### config.mk
export PLATFORM = sky130hd
export DESIGN_NAME = causal_fir_convolver_top_flat
export DESIGN_NICKNAME = d
export VERILOG_FILES = /design/src/hw/rtl/cfc_pkg.sv /design/src/hw/rtl/cfc_if.sv /design/src/hw/rtl/causal_fir_convolver_top.sv /design/src/hw/rtl/cfc_ram.sv /design/src/flat_wrapper.sv
export SDC_FILE = /design/constraint.sdc
export NUM_CORES = 2
export LEC_CHECK = 0
export BUFFER_PORTS_ARGS = -buffer_cell sky130_fd_sc_hd__buf_2
export CAP_MARGIN = 20
export CELL_PAD_IN_SITES_DETAIL_PLACEMENT = 0
export CELL_PAD_IN_SITES_GLOBAL_PLACEMENT = 1
export CORE_UTILIZATION = 54
export DETAILED_ROUTE_END_ITERATION = 8
export PLACE_DENSITY_LB_ADDON = 0.05
export SLEW_MARGIN = 25
export SYNTH_ARGS = -nofsm -noshare
export SYNTH_HDL_FRONTEND = slang
export SYNTH_SLANG_ARGS = --single-unit
### constraint.sdc
create_clock -name clk_i -period 8.1 [get_ports clk_i]
set_clock_uncertainty 0.05 [all_clocks]
set_input_delay 1.62 -clock clk_i [delete_from_list [all_inputs] [get_ports clk_i]]
set_output_delay 1.62 -clock clk_i [all_outputs]
set_load 0.1 [all_outputs]
### src/hw/rtl/cfc_pkg.sv
// Shared constants and codes for the causal FIR convolver.
package cfc_pkg;

  localparam int DEF_MAX_TAPS = 32;

  localparam int SAMPLE_W  = 16;
  localparam int TAP_W     = 16;
  localparam int TAP_IDX_W = 5;
  localparam int TAP_CNT_W = 6;
  localparam int PROD_W    = SAMPLE_W + TAP_W;
  localparam int OUT_W     = 24;
  localparam int FRAC_BITS = 15;

  localparam logic [TAP_CNT_W-1:0] TAP_COUNT_RESET = TAP_CNT_W'(1);

  localparam logic signed [OUT_W-1:0] OUT_MAX = {1'b0, {(OUT_W-1){1'b1}}};
  localparam logic signed [OUT_W-1:0] OUT_MIN = {1'b1, {(OUT_W-1){1'b0}}};

  // Half an output LSB, added before the arithmetic shift to round to nearest.
  localparam logic [FRAC_BITS:0] ROUND_BIAS = (FRAC_BITS + 1)'(1) << (FRAC_BITS - 1);

  // Input item commands.
  localparam logic CMD_LOAD_TAP = 1'b0;
  localparam logic CMD_SAMPLE   = 1'b1;

endpackage

### src/hw/rtl/cfc_if.sv
// Valid/ready channel interfaces for the input items, results and tap count register.

interface cfc_in_if import cfc_pkg::*; ();
  logic                       valid;
  logic                       ready;
  logic                       command;
  logic [TAP_IDX_W-1:0]       tap_index;
  logic signed [TAP_W-1:0]    tap_value;
  logic signed [SAMPLE_W-1:0] sample;
  logic                       row_start;

  modport source (output valid, command, tap_index, tap_value, sample, row_start,
                  input ready);
  modport sink (input valid, command, tap_index, tap_value, sample, row_start,
                output ready);
endinterface

interface cfc_out_if import cfc_pkg::*; ();
  logic                    valid;
  logic                    ready;
  logic signed [OUT_W-1:0] filtered;
  logic                    clipped;

  modport source (output valid, filtered, clipped, input ready);
  modport sink (input valid, filtered, clipped, output ready);
endinterface

interface cfc_cfg_if import cfc_pkg::*; ();
  logic                 valid;
  logic                 ready;
  logic [TAP_CNT_W-1:0] tap_count;

  modport source (output valid, tap_count, input ready);
  modport sink (input valid, tap_count, output ready);
endinterface

### src/hw/rtl/causal_fir_convolver_top.sv
// Top level of the causal FIR convolver: sequencer, shared multiply-accumulate and stores.
//
// Usage. Items arrive on the in_i channel and a beat is taken when valid and ready are
// both high. A load-tap beat (command low) writes one Q1.15 coefficient and gives no
// result; the block stays ready for the next item. A sample
// beat shifts the sample into the row history and gives exactly one result beat on
// out_o: the sum of the last min(tap_count, samples in the row) samples times the taps,
// rounded to nearest, shifted right by 15 and saturated to 24 bits, with clipped set
// when saturation changed it. row_start discards the history before the sample.
// The user writes the tap count register through cfg_i only while idle; it is not enforced.
// Throughput: one shared 16x16 multiplier does one tap per cycle (n taps in use, 1 to
// MAX_TAPS); the block takes no new item until the sample's result is formed. The steps
// are the n tap reads, the drain of the registered read, the multiply and the accumulate,
// then the rounding into the output register, which waits for that register to be free.
// With no taps in use the sequencer goes straight from the sample beat to the rounding.
// Reset clears the tap valid bits (so every tap reads as zero), the row fill and sets
// the tap count to one; no clearing pass is needed. A result that out_o does not take
// is held in the output register, and a new item is still accepted meanwhile; only the
// completion of the following sample waits for that register to be free.
module causal_fir_convolver_top import cfc_pkg::*; #(
  parameter int MAX_TAPS = DEF_MAX_TAPS
) (
  input logic       clk_i,
  input logic       rst_ni,
  cfc_in_if.sink    in_i,
  cfc_out_if.source out_o,
  cfc_cfg_if.sink   cfg_i
);

  localparam int IDX_W     = (MAX_TAPS > 1) ? $clog2(MAX_TAPS) : 1;
  localparam int CNT_W     = $clog2(MAX_TAPS + 1);
  localparam int CMP_W     = (CNT_W > TAP_CNT_W) ? CNT_W : TAP_CNT_W;
  localparam int ACC_MIN_W = PROD_W + $clog2(MAX_TAPS + 1);
  localparam int ACC_W     = (ACC_MIN_W > OUT_W + FRAC_BITS + 1) ? ACC_MIN_W
                                                                 : OUT_W + FRAC_BITS + 1;

  localparam logic [IDX_W-1:0] LAST_IDX = IDX_W'(MAX_TAPS - 1);
  localparam logic [CNT_W-1:0] FILL_MAX = CNT_W'(MAX_TAPS);

  typedef enum logic [1:0] {
    ST_IDLE,
    ST_RUN,
    ST_DRAIN,
    ST_DONE
  } state_e;

  state_e state_q;

  // Configuration.
  logic [TAP_CNT_W-1:0] tap_count_q;

  // Sequencer state.
  logic [CNT_W-1:0] fill_q;
  logic [CNT_W-1:0] taps_q;
  logic [CNT_W-1:0] rd_cnt_q;
  logic [IDX_W-1:0] wr_ptr_q;
  logic [IDX_W-1:0] rd_ptr_q;
  logic [MAX_TAPS-1:0] tap_vld_q;

  // Datapath.
  logic                     mul_vld_q;
  logic                     tap_ok_q;
  logic                     acc_vld_q;
  logic signed [PROD_W-1:0] prod_d;
  logic signed [PROD_W-1:0] prod_q;
  logic signed [ACC_W-1:0]  acc_q;

  // Output register.
  logic                    out_vld_q;
  logic signed [OUT_W-1:0] filtered_q;
  logic                    clipped_q;

  logic in_fire, tap_fire, smp_fire, tap_in_range, issue, out_free;
  logic [IDX_W-1:0] wr_ptr_d;
  logic [CNT_W-1:0] fill_d;
  logic [CMP_W-1:0] n_cmp;
  logic [CNT_W-1:0] taps_d;

  logic             tap_we, hist_we;
  logic [IDX_W-1:0] tap_addr, hist_addr;
  logic [TAP_W-1:0]    tap_rdata;
  logic [SAMPLE_W-1:0] hist_rdata;

  logic signed [ACC_W:0] rounded;
  logic signed [ACC_W:0] shifted;
  logic                  clip_hi, clip_lo;

  assign in_i.ready  = (state_q == ST_IDLE);
  assign cfg_i.ready = 1'b1;

  assign in_fire      = in_i.valid && in_i.ready;
  assign tap_fire     = in_fire && (in_i.command == CMD_LOAD_TAP);
  assign smp_fire     = in_fire && (in_i.command == CMD_SAMPLE);
  assign tap_in_range = 32'(in_i.tap_index) < 32'(MAX_TAPS);
  assign issue        = (state_q == ST_RUN);
  assign out_free     = !out_vld_q || out_o.ready;

  // The newest sample goes one place on in the history ring.
  assign wr_ptr_d = (wr_ptr_q == LAST_IDX) ? '0 : wr_ptr_q + IDX_W'(1);

  // Row fill after this sample, saturating at the store depth.
  always_comb begin
    if (in_i.row_start) begin
      fill_d = CNT_W'(1);
    end else if (fill_q == FILL_MAX) begin
      fill_d = fill_q;
    end else begin
      fill_d = fill_q + CNT_W'(1);
    end
  end

  // Taps in use: the smallest of the register, the store depth and the row fill.
  always_comb begin
    n_cmp = CMP_W'(tap_count_q);
    if (CMP_W'(FILL_MAX) < n_cmp) begin
      n_cmp = CMP_W'(FILL_MAX);
    end
    if (CMP_W'(fill_d) < n_cmp) begin
      n_cmp = CMP_W'(fill_d);
    end
    taps_d = CNT_W'(n_cmp);
  end

  // Memory port steering: writes while idle, reads while the sequencer runs.
  assign tap_we    = tap_fire && tap_in_range;
  assign hist_we   = smp_fire;
  assign tap_addr  = issue ? rd_cnt_q[IDX_W-1:0] : IDX_W'(in_i.tap_index);
  assign hist_addr = issue ? rd_ptr_q : wr_ptr_d;

  cfc_ram #(
    .WIDTH (TAP_W),
    .DEPTH (MAX_TAPS)
  ) u_tap_ram (
    .clk_i   (clk_i),
    .we_i    (tap_we),
    .addr_i  (tap_addr),
    .wdata_i (in_i.tap_value),
    .rdata_o (tap_rdata)
  );

  cfc_ram #(
    .WIDTH (SAMPLE_W),
    .DEPTH (MAX_TAPS)
  ) u_hist_ram (
    .clk_i   (clk_i),
    .we_i    (hist_we),
    .addr_i  (hist_addr),
    .wdata_i (in_i.sample),
    .rdata_o (hist_rdata)
  );

  // Configuration register.
  always_ff @(posedge clk_i or negedge rst_ni) begin
    if (!rst_ni) begin
      tap_count_q <= TAP_COUNT_RESET;
    end else if (cfg_i.valid && cfg_i.ready) begin
      tap_count_q <= cfg_i.tap_count;
    end
  end

  // A tap never written reads as zero.
  always_ff @(posedge clk_i or negedge rst_ni) begin
    if (!rst_ni) begin
      tap_vld_q <= '0;
    end else if (tap_we) begin
      tap_vld_q[IDX_W'(in_i.tap_index)] <= 1'b1;
    end
  end

  // Signed product of the registered tap and history words.
  assign prod_d = $signed(tap_rdata) * $signed(hist_rdata);

  // Multiply stage on the registered memory data, then accumulate.
  always_ff @(posedge clk_i or negedge rst_ni) begin
    if (!rst_ni) begin
      mul_vld_q <= 1'b0;
      tap_ok_q  <= 1'b0;
      acc_vld_q <= 1'b0;
      prod_q    <= '0;
      acc_q     <= '0;
    end else begin
      mul_vld_q <= issue;
      tap_ok_q  <= tap_vld_q[tap_addr];
      acc_vld_q <= mul_vld_q;
      prod_q    <= tap_ok_q ? prod_d : '0;
      if (smp_fire) begin
        acc_q <= '0;
      end else if (acc_vld_q) begin
        acc_q <= acc_q + ACC_W'(prod_q);
      end
    end
  end

  // Round to nearest with ties upward, shift and saturate.
  assign rounded = (ACC_W + 1)'(acc_q) + (ACC_W + 1)'(ROUND_BIAS);
  assign shifted = rounded >>> FRAC_BITS;
  assign clip_hi = shifted > (ACC_W + 1)'(OUT_MAX);
  assign clip_lo = shifted < (ACC_W + 1)'(OUT_MIN);

  // Sequencer and output register.
  always_ff @(posedge clk_i or negedge rst_ni) begin
    if (!rst_ni) begin
      state_q    <= ST_IDLE;
      fill_q     <= '0;
      taps_q     <= '0;
      rd_cnt_q   <= '0;
      wr_ptr_q   <= '0;
      rd_ptr_q   <= '0;
      out_vld_q  <= 1'b0;
      filtered_q <= '0;
      clipped_q  <= 1'b0;
    end else begin
      if ((state_q == ST_DONE) && out_free) begin
        out_vld_q <= 1'b1;
      end else if (out_o.ready) begin
        out_vld_q <= 1'b0;
      end
      case (state_q)
        ST_IDLE: begin
          if (smp_fire) begin
            fill_q   <= fill_d;
            taps_q   <= taps_d;
            wr_ptr_q <= wr_ptr_d;
            rd_ptr_q <= wr_ptr_d;
            rd_cnt_q <= '0;
            state_q  <= (taps_d == '0) ? ST_DONE : ST_RUN;
          end
        end
        ST_RUN: begin
          rd_cnt_q <= rd_cnt_q + CNT_W'(1);
          rd_ptr_q <= (rd_ptr_q == '0) ? LAST_IDX : rd_ptr_q - IDX_W'(1);
          if (rd_cnt_q + CNT_W'(1) == taps_q) begin
            state_q <= ST_DRAIN;
          end
        end
        ST_DRAIN: begin
          if (!mul_vld_q && !acc_vld_q) begin
            state_q <= ST_DONE;
          end
        end
        ST_DONE: begin
          if (out_free) begin
            clipped_q  <= clip_hi || clip_lo;
            if (clip_hi) begin
              filtered_q <= OUT_MAX;
            end else if (clip_lo) begin
              filtered_q <= OUT_MIN;
            end else begin
              filtered_q <= shifted[OUT_W-1:0];
            end
            state_q <= ST_IDLE;
          end
        end
        default: begin
          state_q <= ST_IDLE;
        end
      endcase
    end
  end

  assign out_o.valid    = out_vld_q;
  assign out_o.filtered = filtered_q;
  assign out_o.clipped  = clipped_q;

endmodule

### src/hw/rtl/cfc_ram.sv
// Generic single-port RAM with a registered read port.
module cfc_ram #(
  parameter int WIDTH = 16,
  parameter int DEPTH = 32,
  localparam int ADDR_W = (DEPTH > 1) ? $clog2(DEPTH) : 1
) (
  input  logic              clk_i,
  input  logic              we_i,
  input  logic [ADDR_W-1:0] addr_i,
  input  logic [WIDTH-1:0]  wdata_i,
  output logic [WIDTH-1:0]  rdata_o
);

  logic [WIDTH-1:0] mem_q [DEPTH];
  logic [WIDTH-1:0] rdata_q;

  always_ff @(posedge clk_i) begin
    if (we_i) begin
      mem_q[addr_i] <= wdata_i;
    end
    rdata_q <= mem_q[addr_i];
  end

  assign rdata_o = rdata_q;

endmodule

### src/flat_wrapper.sv
// flat-port wrapper written by rule: the top's interface ports become plain ports
module causal_fir_convolver_top_flat import cfc_pkg::*;
#(
  parameter int MAX_TAPS = DEF_MAX_TAPS
)
  (clk_i, rst_ni, in_i_valid, in_i_command, in_i_tap_index, in_i_tap_value, in_i_sample, in_i_row_start, in_i_ready, out_o_valid, out_o_filtered, out_o_clipped, out_o_ready, cfg_i_valid, cfg_i_tap_count, cfg_i_ready);
  cfc_in_if in_i_i ();
  cfc_out_if out_o_i ();
  cfc_cfg_if cfg_i_i ();
  input logic clk_i;
  input logic rst_ni;
  input wire logic [$bits(in_i_i.valid)-1:0] in_i_valid;
  input wire logic [$bits(in_i_i.command)-1:0] in_i_command;
  input wire logic [$bits(in_i_i.tap_index)-1:0] in_i_tap_index;
  input wire logic [$bits(in_i_i.tap_value)-1:0] in_i_tap_value;
  input wire logic [$bits(in_i_i.sample)-1:0] in_i_sample;
  input wire logic [$bits(in_i_i.row_start)-1:0] in_i_row_start;
  output wire logic [$bits(in_i_i.ready)-1:0] in_i_ready;
  output wire logic [$bits(out_o_i.valid)-1:0] out_o_valid;
  output wire logic [$bits(out_o_i.filtered)-1:0] out_o_filtered;
  output wire logic [$bits(out_o_i.clipped)-1:0] out_o_clipped;
  input wire logic [$bits(out_o_i.ready)-1:0] out_o_ready;
  input wire logic [$bits(cfg_i_i.valid)-1:0] cfg_i_valid;
  input wire logic [$bits(cfg_i_i.tap_count)-1:0] cfg_i_tap_count;
  output wire logic [$bits(cfg_i_i.ready)-1:0] cfg_i_ready;
  assign in_i_i.valid = in_i_valid;
  assign in_i_i.command = in_i_command;
  assign in_i_i.tap_index = in_i_tap_index;
  assign in_i_i.tap_value = in_i_tap_value;
  assign in_i_i.sample = in_i_sample;
  assign in_i_i.row_start = in_i_row_start;
  assign in_i_ready = in_i_i.ready;
  assign out_o_valid = out_o_i.valid;
  assign out_o_filtered = out_o_i.filtered;
  assign out_o_clipped = out_o_i.clipped;
  assign out_o_i.ready = out_o_ready;
  assign cfg_i_i.valid = cfg_i_valid;
  assign cfg_i_i.tap_count = cfg_i_tap_count;
  assign cfg_i_ready = cfg_i_i.ready;
  causal_fir_convolver_top #(.MAX_TAPS(MAX_TAPS)) u_core (.clk_i(clk_i), .rst_ni(rst_ni), .in_i(in_i_i), .out_o(out_o_i), .cfg_i(cfg_i_i));
endmodule
* Word level (Yosys, flattened, before mapping)
Memories as Yosys holds them, arrays and structs flattened. A register that Yosys moved wholly into a read port is not among the register bits.
Index checks and enable logic that the tools add are counted.
** Word-level totals
- Register bits :: 169
- Memory bits (writable) :: 1024
- Input port bits :: 50
- Output and inout bits :: 28
- Word-level logic and storage cells :: 98
- Memories kept :: 2
** Memory list
- u_core.u_hist_ram.mem_q :: words 32, width 16, read ports 1, clocked after memory_dff 1, write ports 1, line cfc_ram.sv:14 : logic [WIDTH-1:0] mem_q [DEPTH];
- u_core.u_tap_ram.mem_q :: words 32, width 16, read ports 1, clocked after memory_dff 1, write ports 1, line cfc_ram.sv:14
** Cells by class
- Add/subtract/negate cells :: 6
- Multipliers :: 1
- Magnitude comparators :: 7
- Eq/ne operators :: 10
- Multiplexer cells :: 33
- Bitwise logic cells :: 2
- Reductions and logical operators :: 21
** Operator list (count)
- $mux W40 :: 2
- $mux W24 :: 2
- $add A40 B16 Y41 const B :: 1
- $add A40 B32 Y40 :: 1
- $mul A16 B16 Y32 :: 1
- $mux W32 :: 1
- $or A32 B32 Y32 :: 1
- $mux W6 :: 5
- $gt A26 B24 Y1 const B :: 1
- $lt A26 B24 Y1 const B :: 1
- $mux W5 :: 5
- $add A6 B1 Y6 const B :: 2
- $lt A5 B6 Y1 const B :: 2
- $pmux W6 S2 :: 1
- $mux W2 :: 5
- $pmux W5 S2 :: 1
- $mux W1 :: 8
- $pmux W2 S4 :: 1
- $eq A6 B6 Y1 :: 1
- $eq A6 B6 Y1 const B :: 1
- $logic_and A1 B1 Y1 :: 6
- $logic_not A6 Y1 :: 1
- $lt A6 B6 Y1 :: 1
- $lt A6 B6 Y1 const A :: 1
- other kinds (18) :: 28

* Longest topological paths before layout
- Depth in word-level cells :: 9
- Mapped depth :: 24
- Gate-level depth less buffers :: 23

* Modules after synthesis
From an unflattened synthesis, not the netlist that was laid out.
** Unflattened totals
- Cells, all modules :: 4403
- Area total of the unflattened synthesis :: 60336.6 sq um
** Modules (own cells, without submodules)
- cfc_ram :: instances 2, cells each 1086, area each 20049.2 sq um, sequential area each 15695.1 sq um
- causal_fir_convolver_top :: instances 1, cells each 2231, area each 20238.2 sq um, sequential area each 4230.3 sq um

* Worst setup path after synthesis
OpenSTA, ideal clock, no wires.
- Kind :: register to register
- From :: reg u_core.u_tap_ram.rdata_q[15], in the netlist u_core.u_tap_ram.rdata_o[15] (read register of u_core.u_tap_ram.mem_q)
- To :: reg u_core.prod_q[31]
- Library setup time :: 0.132 ns
- Arrival :: 5.919 ns
- Data required time :: 7.918 ns
- Path slack :: 1.999 ns
- Stages on the path, launching flop included :: 23
- Buffers on the path :: 1
- Clock period less this slack :: 6.101 ns
- Path through :: dfxtp_1 clkbuf_1 nand2_1 inv_1 fa_1 fa_1 fa_1 fa_1 fa_1 inv_1 fa_1 inv_1 ha_1 a21oi_1 nor2b_1 o21ai_0 nand2b_1 a31oi_1 o21ai_1 o41ai_1 o21ai_1 xnor2_1 nor2_1
** Between the ends
- Word-level cells in the longest chain between the ends :: 2
** Ends and longest elaborated chain
- start, declared :: line cfc_ram.sv:15 : logic [WIDTH-1:0] rdata_q;
- $mul A16 B16 Y32 :: line causal_fir_convolver_top.sv:171 : assign prod_d = $signed(tap_rdata) * $signed(hist_rdata);
- $mux W32 :: line causal_fir_convolver_top.sv:185 : prod_q <= tap_ok_q ? prod_d : '0;
- end signal, assigned :: line causal_fir_convolver_top.sv:185
- end, declared :: line causal_fir_convolver_top.sv:65 : logic signed [PROD_W-1:0] prod_q;
Every way passes these cells.
A chain may end at the register's enable or synchronous reset.

* Worst setup path after layout
Same ends and word-level chain as after synthesis.

==> impl_metrics.py <==
metrics = {
    "sta": {
        "setup_tns_ns": 0,
        "slew_headroom": 0.252,
        "tightest_slew_ns": 1.11,
        "rsz0062_at_grt": "no",
        "setup_viol": 0,
        "hold_viol": 0,
        "fmax_mhz": 148,
        "min_period_ns": 6.76,
        "drv_slew": 0,
        "period_share": 0.834,
    },
    "power": {
        "p_clk_frac": 0.463,
        "switchingPower_uw": 2570,
        "total_leakage_power_uw": 0.0249,
        "swShare": 0.198,
        "p_total_uw": 13000,
        "power_frac_seq": 0.526,
        "p_int_uw": 10400,
        "ir_drop_uv": 216,
        "combPwrFrac": 0.011,
        "power-per-cell-area_mw_per_mm2": 198,
    },
    "flow_run": {
        "maxCapViolations": 0,
    },
    "floorplan": {
        "fp.dieArea_mm2": 0.111,
        "fp.coreArea_mm2": 0.108,
        "fp.dieW_um": 333,
        "rows": 120,
        "die_y_um": 333,
        "start_util": 0.548,
        "ios": 78,
    },
    "detailed_routing": {
        "dr.first_iter.drc_count": 3119,
        "avgRoutedWirePerCell_um": 25.7,
        "viasPerCell": 6.04,
        "antenna_left": 0,
        "drc_errors": 0,
        "drtPass1Iterations": 5,
        "wirelength_um": 142000,
        "vias": 33400,
    },
    "clock_network": {
        "cts.sinks": 1225,
        "numCtsBuffers": 132,
        "insertion_delay_ns": 0.73,
        "cts_tree": "built",
        "cts_setup_buffers": 0,
        "clkTransAtPathRegs_ns": 0.06,
        "cts-root-buf": "clkbuf_16",
        "cts_buffer_depth": 3,
        "cts_hold_buf": 0,
        "postCtsResizedCells": 0,
        "htree_levels": 4,
    },
    "worst_setup_path": {
        "cp_max_fo": 16,
        "endpoint_kind": "flip-flop",
        "critical_path_class": "flip-flop to flip-flop",
        "crit_required_ns": 8.62,
        "crit_arrival_ns": 7.28,
        "cp-start-kind": "flip-flop",
    },
    "global_route": {
        "grt_first_pass_wirelength_um": 217000,
        "grt_use_total": 0.262,
        "grt_max_degree": 85,
        "overflow": 0,
        "grt_pass1_vias": 35300,
        "grt_antenna_before_repair": 11,
    },
    "cells_and_area": {
        "multi_input_area_mm2": 0.0217,
        "fill_cells": 8102,
        "regArea_mm2": 0.0356,
        "drive_above_1_share": 0.161,
        "final_core_util": 0.610,
        "fin_nets": 4478,
        "syn_to_final_growth_pct": 11.3,
    },
    "synth": {
        "synth_top_flop_cell": "edfxtp_1",
        "synth-edff-count": 1024,
        "ys_warn_count": 0,
        "avgSynthCellArea_um2": 15.2,
        "synth.net_count": 4345,
        "netlist_instances": 3895,
        "synthArstFlopShare": 0.138,
        "netlist_area_mm2": 0.0591,
        "ys_ff_latch": 1225,
        "ys_types": 78,
        "ys_seq_area_frac": 0.603,
    },
    "place": {
        "port_buffers": 76,
        "gp_congestion": 0.886,
        "hpwl_um": 93700,
    },
    "worst_hold_path": {
        "hold_class": "flip-flop to flip-flop",
    },
    "status": {
        "status": "finished clean",
    },
}
[cells by family after synthesis]
logic type               after synthesis  share of synthesized area
AO/OA/AOI/OAI                        462                     0.0517
XOR/XNOR                              99                     0.0147
adder cells (fa/ha/maj)              400                      0.118
buffers and inverters                488                     0.0317
flip-flops                          1225                      0.603
multiplexers                         317                      0.110
other                                  1                  0.0000635
AND/OR/NAND/NOR                      903                     0.0708
[final timing paths]
kind / slack, ns / cells after the start / end / from
setup / recovery: 1.34 / 21 / u_core.prod_q[31] / u_core.u_tap_ram.rdata_o[15]
hold / removal: 0.32 / 0 / u_core.acc_vld_q / u_core.mul_vld_q
setup reg to reg: 1.34 / 21 / u_core.prod_q[31] / u_core.u_tap_ram.rdata_o[15]
hold reg to reg: 0.32 / 0 / u_core.acc_vld_q / u_core.mul_vld_q
max in group asynchronous: 5.98 / 2 / u_core.tap_vld_q[11] / rst_ni
min in group asynchronous: 0.73 / 1 / u_core.out_o.filtered[7] / rst_ni
[metal layers]
metal,track usage,part of all wire,vias to the layer above
met1,0.369,0.42,17600
met3,0.0392,0.063,199
met5,0,0,-
met4,0.0785,0.026,0
li1,-,-,14600
met2,0.427,0.49,1106
[Yosys cell counts, types with 58 or more instances]
cell         n  area share
clkbuf_1   119      0.0076
edfxtp_1  1024        0.52
nand3_1     67      0.0057
ha_1       137       0.029
xnor2_1     58      0.0086
nand2_1    359       0.023
a22oi_1     63      0.0080
fa_1       263       0.089
inv_1      316       0.020
and2_1     131       0.014
a21oi_1     96      0.0081
o21ai_0     83      0.0070
mux4_2     264        0.10
dfrtp_1    168       0.071
nor2_1     197       0.013
[registers in the layout, indices dropped and copies added (netlist names), 16 cells and up]
| signal | count |
|---|---|
| u_core.out_o.filtered | 24 |
| u_core.prod_q | 32 |
| u_core.u_hist_ram.mem_q | 512 |
| u_core.tap_vld_q | 32 |
| u_core.u_tap_ram.mem_q | 512 |
| u_core.acc_q | 40 |
| u_core.u_tap_ram.rdata_o | 16 |
| u_core.u_hist_ram.rdata_o | 16 |
[critical path, cell delays in order (launching register included)]
cell and delay, ns:
dfxtp_1 0.72, nand2_1 0.20, inv_1 0.17, fa_1 0.55, fa_1 0.88, fa_1 0.53
fa_1 0.51, fa_1 0.49, inv_1 0.05, fa_1 0.48, inv_1 0.04, ha_1 0.35
a21oi_1 0.18, nor2b_1 0.06, o21ai_0 0.15, nand2b_1 0.10, a31oi_1 0.16, o21ai_1 0.11
o41ai_1 0.44, o21ai_1 0.15, xnor2_1 0.18, nor2_1 0.06
[power by group through the flow]
stage / sequential, uW / combinational, uW / clock [uW]
floorplan: 6970 / 20.9 / 0
global placement: 6970 / 132 / 0
detailed placement: 6970 / 145 / 0
CTS: 6840 / 145 / 6110
global route: 6830 / 157 / 6360
finish: 6840 / 142 / 6010
[metrics by stage]
| stage | hold slack, ns | instance area [um2] | setup slack, ns | std cells |
|---|---|---|---|---|
| detailed placement | 0.312 | 61400 | 1.28 | 5297 |
| global route | 0.335 | 65700 | 0.955 | 5535 |
| global placement | 0.316 | 61400 | 1.39 | 5297 |
| floorplan | 0.299 | 59100 | 2.00 | 3895 |
| CTS | 0.324 | 65700 | 1.28 | 5535 |
| finish | 0.321 | 65700 | 1.34 | 5541 |
[placed cells by master (no fill, tap or decap), types with 92 or more instances in the layout]
| cell | Yosys | layout |
|---|---|---|
| dfrtp_1 | 168 | 167 |
| mux4_2 | 264 | 264 |
| nor2_1 | 197 | 195 |
| a21oi_1 | 96 | 95 |
| fa_1 | 263 | 263 |
| inv_1 | 316 | 316 |
| buf_4 | 2 | 92 |
| clkbuf_16 | 0 | 137 |
| nand2_1 | 359 | 359 |
| edfxtp_1 | 1024 | 1024 |
| and2_1 | 131 | 131 |
| ha_1 | 137 | 136 |
[cell type report]
cell class	instances	area share
flip-flops and latches	1225	0.542
multi-input cells	2182	0.330
clock buffers	171	0.0549
well taps	1403	0.0267
inverters	317	0.0181
repair buffers	170	0.0170
clock inverters	67	0.0111
diodes	6	0.000228
No activity file was read; power rests on OpenSTA's default activity.
